**config.mk**
```make
export PLATFORM = sky130hd
export DESIGN_NAME = coalescing_event_buffer
export DESIGN_NICKNAME = d
export VERILOG_FILES = /design/src/design/cebuf_pkg.sv /design/src/design/cebuf_ram.sv /design/src/design/coalescing_event_buffer.sv
export SDC_FILE = /design/constraint.sdc
export NUM_CORES = 2
export LEC_CHECK = 0
export BUFFER_PORTS_ARGS = -buffer_cell sky130_fd_sc_hd__buf_2
export CORE_MARGIN = 4
export CORE_UTILIZATION = 50
export DETAILED_ROUTE_END_ITERATION = 6
export GPL_TIMING_DRIVEN = 0
export MAX_ROUTING_LAYER = met4
export PLACE_DENSITY = 0.66
export SLEW_MARGIN = 20
export SYNTH_ARGS = -nofsm -noshare
export SYNTH_HDL_FRONTEND = slang
export SYNTH_SLANG_ARGS = --single-unit
```
**constraint.sdc**
```tcl
create_clock -name clk_i -period 18.05 [get_ports clk_i]
set_input_delay 2.7075 -clock clk_i [delete_from_list [all_inputs] [get_ports clk_i]]
set_output_delay 2.7075 -clock clk_i [all_outputs]
set_load 0.01 [all_outputs]
```
**src/design/cebuf_pkg.sv**
```systemverilog
// cebuf_pkg: shared types and constants of the coalescing event buffer
// no dependencies; used by coalescing_event_buffer
`default_nettype none

package cebuf_pkg;

  localparam int DEPTH_DEF = 32;

  localparam logic [1:0] MODE_PUSH  = 2'd0;
  localparam logic [1:0] MODE_DRAIN = 2'd1;
  localparam logic [1:0] MODE_CLEAR = 2'd2;

  typedef struct packed {
    logic [1:0]         mode;
    logic [7:0]         source_id;
    logic [3:0]         event_kind;
    logic signed [15:0] pos_x;
    logic signed [15:0] pos_y;
  } in_item_t;

  typedef struct packed {
    logic [7:0]         out_source_id;
    logic [3:0]         out_event_kind;
    logic signed [15:0] out_x;
    logic signed [15:0] out_y;
    logic               none_held;
    logic               last;
  } out_item_t;

  typedef struct packed {
    logic [7:0]  src;
    logic [3:0]  kind;
    logic [15:0] x;
    logic [15:0] y;
  } entry_t;

  localparam int EntryW = $bits(entry_t);

endpackage

`default_nettype wire

```
**src/design/cebuf_ram.sv**
```systemverilog
// cebuf_ram: generic single write, single read ram with registered read data
// no dependencies
`default_nettype none

module cebuf_ram #(
  parameter int WIDTH = 8,
  parameter int DEPTH = 32,
  localparam int AW = (DEPTH > 1) ? $clog2(DEPTH) : 1
) (
  input  wire logic             clk_i,
  input  wire logic             we_i,
  input  wire logic [AW-1:0]    waddr_i,
  input  wire logic [WIDTH-1:0] wdata_i,
  input  wire logic             re_i,
  input  wire logic [AW-1:0]    raddr_i,
  output logic      [WIDTH-1:0] rdata_o
);

  logic [WIDTH-1:0] mem_q [DEPTH];
  logic [WIDTH-1:0] rdata_q;

  always_ff @(posedge clk_i) begin
    if (we_i) begin
      mem_q[waddr_i] <= wdata_i;
    end
    if (re_i) begin
      rdata_q <= mem_q[raddr_i];
    end
  end

  assign rdata_o = rdata_q;

endmodule

`default_nettype wire

```
**src/design/coalescing_event_buffer.sv**
```systemverilog
// coalescing_event_buffer: event buffer that merges repeated source id / kind pairs
// depends on cebuf_pkg and cebuf_ram
//
// input channel: in_valid_i / in_stall_o with an in_item_t payload (mode, source_id,
// event_kind, pos_x, pos_y); output channel: out_valid_o / out_stall_i with out_item_t
// one item is handled at a time; in_stall_o stays high until the item is finished
// and its last result has been taken
// push: the entry ram is scanned one entry per cycle until a match or the last held entry,
// then the matching entry is rewritten or a new one appended (dropped when the ram is full)
// drain: one result per cycle from the ram read port while out_stall_i is low, last marked;
// the first result follows the move to the drain state; an empty drain gives one marker result
// clear: drops the held count
// a stalled result holds in the ram read register and the read port waits
// reset clears the held count and all control state; ram contents are not cleared,
// entries at or beyond the held count are never read
`default_nettype none

module coalescing_event_buffer #(
  parameter int DEPTH = cebuf_pkg::DEPTH_DEF
) (
  input  wire logic                 clk_i,
  input  wire logic                 rst_ni,
  input  wire logic                 in_valid_i,
  output logic                      in_stall_o,
  input  wire cebuf_pkg::in_item_t  in_item_i,
  output logic                      out_valid_o,
  input  wire logic                 out_stall_i,
  output cebuf_pkg::out_item_t      out_item_o
);

  localparam int AW = (DEPTH > 1) ? $clog2(DEPTH) : 1;
  localparam int CW = $clog2(DEPTH + 1);

  localparam logic [1:0] ST_IDLE  = 2'd0;
  localparam logic [1:0] ST_SCAN  = 2'd1;
  localparam logic [1:0] ST_DRAIN = 2'd2;

  logic [1:0]          state_q, state_d;
  logic [CW-1:0]       count_q, count_d;
  logic [AW-1:0]       idx_q, idx_d;
  logic                rd_vld_q, rd_vld_d;
  cebuf_pkg::entry_t   req_q, req_d;
  logic                out_vld_q, out_vld_d;
  logic                marker_q, marker_d;
  logic                last_q, last_d;

  logic                ram_we, ram_re;
  logic [AW-1:0]       ram_waddr, ram_raddr;
  cebuf_pkg::entry_t   ram_wdata, ram_rdata;

  logic                in_take, out_take, issue;
  logic                hit, at_end, full, drain_last;

  cebuf_ram #(
    .WIDTH (cebuf_pkg::EntryW),
    .DEPTH (DEPTH)
  ) u_ram (
    .clk_i   (clk_i),
    .we_i    (ram_we),
    .waddr_i (ram_waddr),
    .wdata_i (ram_wdata),
    .re_i    (ram_re),
    .raddr_i (ram_raddr),
    .rdata_o (ram_rdata)
  );

  assign in_stall_o = (state_q != ST_IDLE) || out_vld_q;
  assign in_take    = in_valid_i && !in_stall_o;
  assign out_take   = out_vld_q && !out_stall_i;
  assign issue      = !out_vld_q || !out_stall_i;

  assign hit    = rd_vld_q && (ram_rdata.src == req_q.src) && (ram_rdata.kind == req_q.kind);
  assign at_end = rd_vld_q ? (CW'(idx_q) == count_q - CW'(1)) : (count_q == '0);
  assign full   = (count_q == CW'(DEPTH));
  assign drain_last = (CW'(idx_q) == count_q - CW'(1));

  always_comb begin
    state_d   = state_q;
    count_d   = count_q;
    idx_d     = idx_q;
    rd_vld_d  = rd_vld_q;
    req_d     = req_q;
    out_vld_d = out_vld_q;
    marker_d  = marker_q;
    last_d    = last_q;
    ram_we    = 1'b0;
    ram_waddr = idx_q;
    ram_wdata = req_q;
    ram_re    = 1'b0;
    ram_raddr = idx_q;

    if (out_take) begin
      out_vld_d = 1'b0;
    end

    unique case (state_q)
      ST_IDLE: begin
        if (in_take) begin
          unique case (in_item_i.mode)
            cebuf_pkg::MODE_PUSH: begin
              req_d.src  = in_item_i.source_id;
              req_d.kind = in_item_i.event_kind;
              req_d.x    = in_item_i.pos_x;
              req_d.y    = in_item_i.pos_y;
              rd_vld_d   = 1'b0;
              state_d    = ST_SCAN;
            end
            cebuf_pkg::MODE_DRAIN: begin
              if (count_q == '0) begin
                out_vld_d = 1'b1;
                marker_d  = 1'b1;
                last_d    = 1'b1;
              end else begin
                idx_d   = '0;
                state_d = ST_DRAIN;
              end
            end
            cebuf_pkg::MODE_CLEAR: begin
              count_d = '0;
            end
            default: begin
            end
          endcase
        end
      end
      ST_SCAN: begin
        if (hit) begin
          ram_we    = 1'b1;
          ram_waddr = idx_q;
          state_d   = ST_IDLE;
        end else if (at_end) begin
          if (!full) begin
            ram_we    = 1'b1;
            ram_waddr = AW'(count_q);
            count_d   = count_q + CW'(1);
          end
          state_d = ST_IDLE;
        end else begin
          ram_re    = 1'b1;
          ram_raddr = rd_vld_q ? idx_q + AW'(1) : '0;
          idx_d     = ram_raddr;
          rd_vld_d  = 1'b1;
        end
      end
      ST_DRAIN: begin
        if (issue) begin
          ram_re    = 1'b1;
          ram_raddr = idx_q;
          out_vld_d = 1'b1;
          marker_d  = 1'b0;
          last_d    = drain_last;
          if (drain_last) begin
            count_d = '0;
            state_d = ST_IDLE;
          end else begin
            idx_d = idx_q + AW'(1);
          end
        end
      end
      default: begin
        state_d = ST_IDLE;
      end
    endcase
  end

  always_ff @(posedge clk_i or negedge rst_ni) begin
    if (!rst_ni) begin
      state_q   <= ST_IDLE;
      count_q   <= '0;
      idx_q     <= '0;
      rd_vld_q  <= 1'b0;
      out_vld_q <= 1'b0;
      marker_q  <= 1'b0;
      last_q    <= 1'b0;
    end else begin
      state_q   <= state_d;
      count_q   <= count_d;
      idx_q     <= idx_d;
      rd_vld_q  <= rd_vld_d;
      out_vld_q <= out_vld_d;
      marker_q  <= marker_d;
      last_q    <= last_d;
    end
  end

  always_ff @(posedge clk_i) begin
    req_q <= req_d;
  end

  assign out_valid_o                = out_vld_q;
  assign out_item_o.out_source_id   = marker_q ? '0 : ram_rdata.src;
  assign out_item_o.out_event_kind  = marker_q ? '0 : ram_rdata.kind;
  assign out_item_o.out_x           = marker_q ? '0 : ram_rdata.x;
  assign out_item_o.out_y           = marker_q ? '0 : ram_rdata.y;
  assign out_item_o.none_held       = marker_q;
  assign out_item_o.last            = last_q;

`ifndef NO_ASSERTIONS
  a_count_range: assert property (@(posedge clk_i) disable iff (!rst_ni)
    count_q <= CW'(DEPTH))
    else $error("held count above depth");

  a_write_in_scan: assert property (@(posedge clk_i) disable iff (!rst_ni)
    ram_we |-> (state_q == ST_SCAN))
    else $error("ram write outside of push scan");

  a_read_held: assert property (@(posedge clk_i) disable iff (!rst_ni)
    ram_re |-> (CW'(ram_raddr) < count_q))
    else $error("ram read beyond held entries");

  a_marker_last: assert property (@(posedge clk_i) disable iff (!rst_ni)
    (out_valid_o && out_item_o.none_held) |-> out_item_o.last)
    else $error("empty marker without last");

  a_last_empties: assert property (@(posedge clk_i) disable iff (!rst_ni)
    (out_valid_o && out_item_o.last && !out_stall_i) |=> (count_q == '0))
    else $error("buffer not empty after final drain item");
`endif

endmodule

`default_nettype wire
```
==> reports/results.txt <==
The max-cap violation count was 0; the filler-free cell count of the finished design was 6084. Setup repair after global routing left no endpoint under its margin. The most frequent cell on the critical path is sky130_fd_sc_hd__clkbuf_1.

The total length of routed wires is 186.6 mm. After clock tree synthesis, the clock-pin slew on the worst setup and hold paths is 60 ps. Counting flops and latches in the post-synthesis netlist gives 1513.

Counting flops with a built-in enable in the synthesized netlist gives 1496. For the final global-route overflow total, the log shows 0. The dominant combinational cell family by area after synthesis is compound AO/OA/AOI/OAI gates. Of the cells placed in the final design, the portion with a size suffix greater than 1 is 12.63%.

During I/O placement, the number of pins put on the boundary was 98. The clock tree skew after final layout was 24.36 ps; the quantity of gates resized following cts was 0. The run gives 7420 ps as the arrival time at the worst endpoint. In the final timing run, aggregate negative setup slack is 0 ps.

The endpoint identified for the worst register-to-register timing path is u_ram.rdata_o[9]$_DFFE_PP_. For the count of vias placed by the detailed router, the log shows 39670. In this run the worst setup path begins at ram_wdata[33]$_DFFE_PP_.

The top cell types in the final layout, fill and taps aside, are 1496 x sky130_fd_sc_hd__edfxtp_1, 420 x sky130_fd_sc_hd__nand2_1, 276 x sky130_fd_sc_hd__clkbuf_1. The synthesized-area fraction occupied by and/or/nand/nor cells was 5.482%; the synthesized area was 61230 µm². The clock network burns 32.7% of the power. For flop-to-flop paths, the worst setup slack is 11160 ps.

Walking the worst path, the cells encountered are xnor2_1 -> nand4_1 -> or4_1 -> clkbuf_1 -> o211ai_1 -> clkbuf_1 -> o221ai_1 -> clkbuf_1 -> nand2_1 -> clkbuf_1 -> a221oi_1 -> o31a_1. For the number of hold buffers added after CTS, the log shows 0. Synthesis produced a netlist whose cell count is 3993. The most critical setup path has its endpoint at u_ram.rdata_o[9]$_DFFE_PP_. The xor-xnor portion of the synthesized cell area was 0.3004%. Entering global routing, the biggest net connects 34 pins. Across the whole layout, storage elements account for 45350 µm². After clock tree synthesis, the setup repair step added 0 buffers. Of the total power, the share spent switching nets is 31.27%. For this run, the detailed router's first-pass iteration total came to 6.

Yosys printed 0 warnings. Count of port buffers added during placement: 97. The post-detailed-route wirelength per cell came out at 30.66 µm. The final setup violation count is 0, and the headroom to the max-slew limit is 14.92%.

The tightest min-delay check is of the reg2reg type. The number of sinks on the clock net came out at 1513. The run gives 18580 ps as the worst endpoint required time.

The count of nets left with antenna violations once routing finished came out at 0. The category of the worst setup path launch point is a register. Measured against the total synthesized area, the mux share comes to 3.756%. Dividing total power by cell area gives a power density of 130.8 nW/µm².

The total number of H-tree levels was 4; the detailed placer's ending HPWL was 130.8 mm. STA classifies the critical path endpoint as a register. In the routed layout, each cell is associated on average with a via count of 6.520. The run gives 37710 as the number of global-route vias before repair. Once the floorplan was initialized, standard cells occupied 50.31% of the core.

At the pin with the least slew margin, the transition time is 1273 ps. The dominant register cell in the synthesized netlist was sky130_fd_sc_hd__edfxtp_1. Largest vdd supply drop: 0.0001077 V.

The most common cell after layout, fill and taps aside was sky130_fd_sc_hd__edfxtp_1. The run gives 44.2% as the sequential fraction of design power. The largest area contributor in the netlist was sky130_fd_sc_hd__edfxtp_1.

No sink is reached through more buffers than the 3 on the longest clock path. The vertical extent of the die was 358.0 µm. The net switching power came out at 2.886 mW. In this run the critical register-to-register path is launched from ram_wdata[33]$_DFFE_PP_. The tools report the upper clock frequency limit as 145.2 MHz. The post-detailed-route DRC marker count was 0; the horizontal extent of the die was 358.0 µm.

The layout has 9349 filler cells. The global placement routability congestion is 0.9080, and the net count reported at finish is 4394. The slowest stage cell on the critical path is sky130_fd_sc_hd__edfxtp_1. The synthesized netlist devotes 13.16% of its cell area to compound gates. The number of max-slew violations in the final report was 0; the part of the cycle the worst path needs was 38.17%.

The first global-routing pass estimated 264.7 mm of wire. The number of cells on the worst reg-to-reg path is 12. The number of endpoints with negative hold slack in the final report is 0, and the violation count after the first detailed-routing iteration is 6180. The global-route usage over all layers is 29.60%, and the fraction of registers with async set or reset after synthesis is 1.124%.

The synthesized netlist contains 64 unique library cells. The run gives 5799 as the total placed cells including tap cells. The highest net fanout along the worst path came out at 33.

The floorplan step defined a core boundary enclosing 121700 µm². The fraction of the yosys area taken by sequential cells came out at 74.06%. After Yosys synthesis, full adders, half adders and majority gates account for 0.1430% of the synthesized area.

Cell-internal power: 6.344 mW. In the post-synthesis netlist, the biggest area contributors are sky130_fd_sc_hd__edfxtp_1 73%, sky130_fd_sc_hd__mux2i_1 2.9%, sky130_fd_sc_hd__nand2_1 2.6%, sky130_fd_sc_hd__o211ai_1 2.2%, sky130_fd_sc_hd__o2111ai_1 1.9%. The site row count is 128, and the share of the synthesized area in the top cell type is 73.36%. The run gives 790 ps as the insertion delay to the later sink of the worst-skew pair. Start-to-end type of the worst setup path: reg2reg. The area of the die came out at 128100 µm². The initial antenna violation count is 3.

The net count of the mapped netlist was 4050. The flow ran to the end, and the final reports show no timing, DRC or antenna violations. The mean post-synth cell area was 15.34 µm²; the largest stage delay on the critical path was 1110 ps. The cell sitting at the root of the clock tree is a sky130_fd_sc_hd__clkbuf_16. Summing internal, switching and leakage power gives 9.230 mW.

The tools report the area of the multi-input gates as 14310 µm². The leakage power figure is 23.49 nW, and the post-route minimum period is 6889 ps. TritonCTS built the clock tree. The share of total power dissipated in combinational logic is 23.1%. Relative to the synthesized area, the layout overhead comes to 15.25%. In this run, CTS created clock tree buffers numbering 149.
[layer usage]
layer / vias to the layer above / part of all wire, % / GRT usage [%]
met5: - / 0 / -
met4: 0 / 5.2 / 14.25
met3: 499 / 11 / 7.298
met2: 2551 / 45 / 43.73
met1: 19930 / 39 / 38.72
li1: 16690 / - / -
[how the worst min path moves through the flow]
stage	start	end	slack [ps]	cells past startpoint
3_3_place_gp	last_q$_DFFE_PN0P_	last_q$_DFFE_PN0P_	520	2
2_1_floorplan	last_q$_DFFE_PN0P_	last_q$_DFFE_PN0P_	490	2
4_1_cts	last_q$_DFFE_PN0P_	last_q$_DFFE_PN0P_	530	2
6_report	last_q$_DFFE_PN0P_	last_q$_DFFE_PN0P_	530	2
3_5_place_dp	last_q$_DFFE_PN0P_	last_q$_DFFE_PN0P_	520	2
5_1_grt	last_q$_DFFE_PN0P_	last_q$_DFFE_PN0P_	560	2
[flip-flops by register name, summed over array words and instances (netlist names)]
register	count
out_valid_o	1
rd_vld_q	1
state_q	2
marker_q	1
idx_q	5
count_q	6
last_q	1
ram_wdata	44
u_ram.rdata_o	44
u_ram.mem_q	1408
[cells in the mapped netlist (13+ instances only)]
cell type / count
sky130_fd_sc_hd__a211o_1: 46
sky130_fd_sc_hd__nor2_1: 54
sky130_fd_sc_hd__xnor2_1: 20
sky130_fd_sc_hd__a211oi_1: 44
sky130_fd_sc_hd__and2_1: 45
sky130_fd_sc_hd__o21ai_0: 13
sky130_fd_sc_hd__nand4b_1: 43
sky130_fd_sc_hd__edfxtp_1: 1496
sky130_fd_sc_hd__a221oi_1: 87
sky130_fd_sc_hd__a31oi_1: 49
sky130_fd_sc_hd__and3_1: 45
sky130_fd_sc_hd__o211ai_1: 179
sky130_fd_sc_hd__mux2i_1: 178
sky130_fd_sc_hd__mux2_2: 46
sky130_fd_sc_hd__o31a_1: 88
sky130_fd_sc_hd__buf_2: 62
sky130_fd_sc_hd__dfrtp_1: 17
sky130_fd_sc_hd__a2111oi_0: 44
sky130_fd_sc_hd__a221o_1: 46
sky130_fd_sc_hd__clkbuf_1: 246
sky130_fd_sc_hd__nor2b_1: 44
sky130_fd_sc_hd__a21oi_1: 186
sky130_fd_sc_hd__o2111ai_1: 132
sky130_fd_sc_hd__inv_1: 151
sky130_fd_sc_hd__a32oi_1: 89
sky130_fd_sc_hd__nand2_1: 420
[final cells by class]
| cell class | count | area share (%) |
|---|---|---|
| antenna | 10 | 0.03546 |
| buffer | 326 | 1.897 |
| clock buffer | 188 | 5.672 |
| clock inverter | 75 | 0.8865 |
| inverter | 151 | 0.8067 |
| multi-input combinational | 2003 | 20.27 |
| sequential | 1513 | 64.26 |
| tap | 1625 | 2.881 |
| timing repair buffer | 193 | 3.292 |
[logic make-up after synthesis]
kind of cell             Yosys count
flip-flops                      1513
AND/OR/NAND/NOR                  706
multiplexers                     224
XOR/XNOR                          21
AO/OA/AOI/OAI                   1045
adder cells (fa/ha/maj)            7
buffers and inverters            477
[through the flow]
| step | util [%] | setup slack [ps] | area, µm² | hold slack [ps] |
|---|---|---|---|---|
| finish | 57.98 | 11160 | 70570 | 526.2 |
| global route | 57.97 | 11100 | 70560 | 562.7 |
| CTS | 57.81 | 11180 | 70370 | 534.5 |
| detailed placement | 54.01 | 11200 | 65740 | 524.3 |
| global placement | 52.38 | 7000 | 63750 | 522.7 |
| floorplan | - | 11470 | 61240 | 488.9 |
[power by group through the flow]
stage,sequential (mW),combinational [mW],clock (mW)
after floorplan,4.13,1.23,0
after global placement,4.19,1.95,0
after detailed placement,4.17,2.06,0
after CTS,4.09,2.07,3.03
after global routing,4.09,2.25,3.18
final,4.08,2.13,3.02
[worst max-delay path: cells and delay by family, from the launching register on]
kind | cells | cell delay [ps]
and+or+nand+nor | 3 | 1800
AOI/OAI and AO/OA | 4 | 1340
DFF | 1 | 1110
xor gates and xnor gates | 1 | 200
buffers and inverters | 4 | 2130
Power figures use the tool's default switching activity.
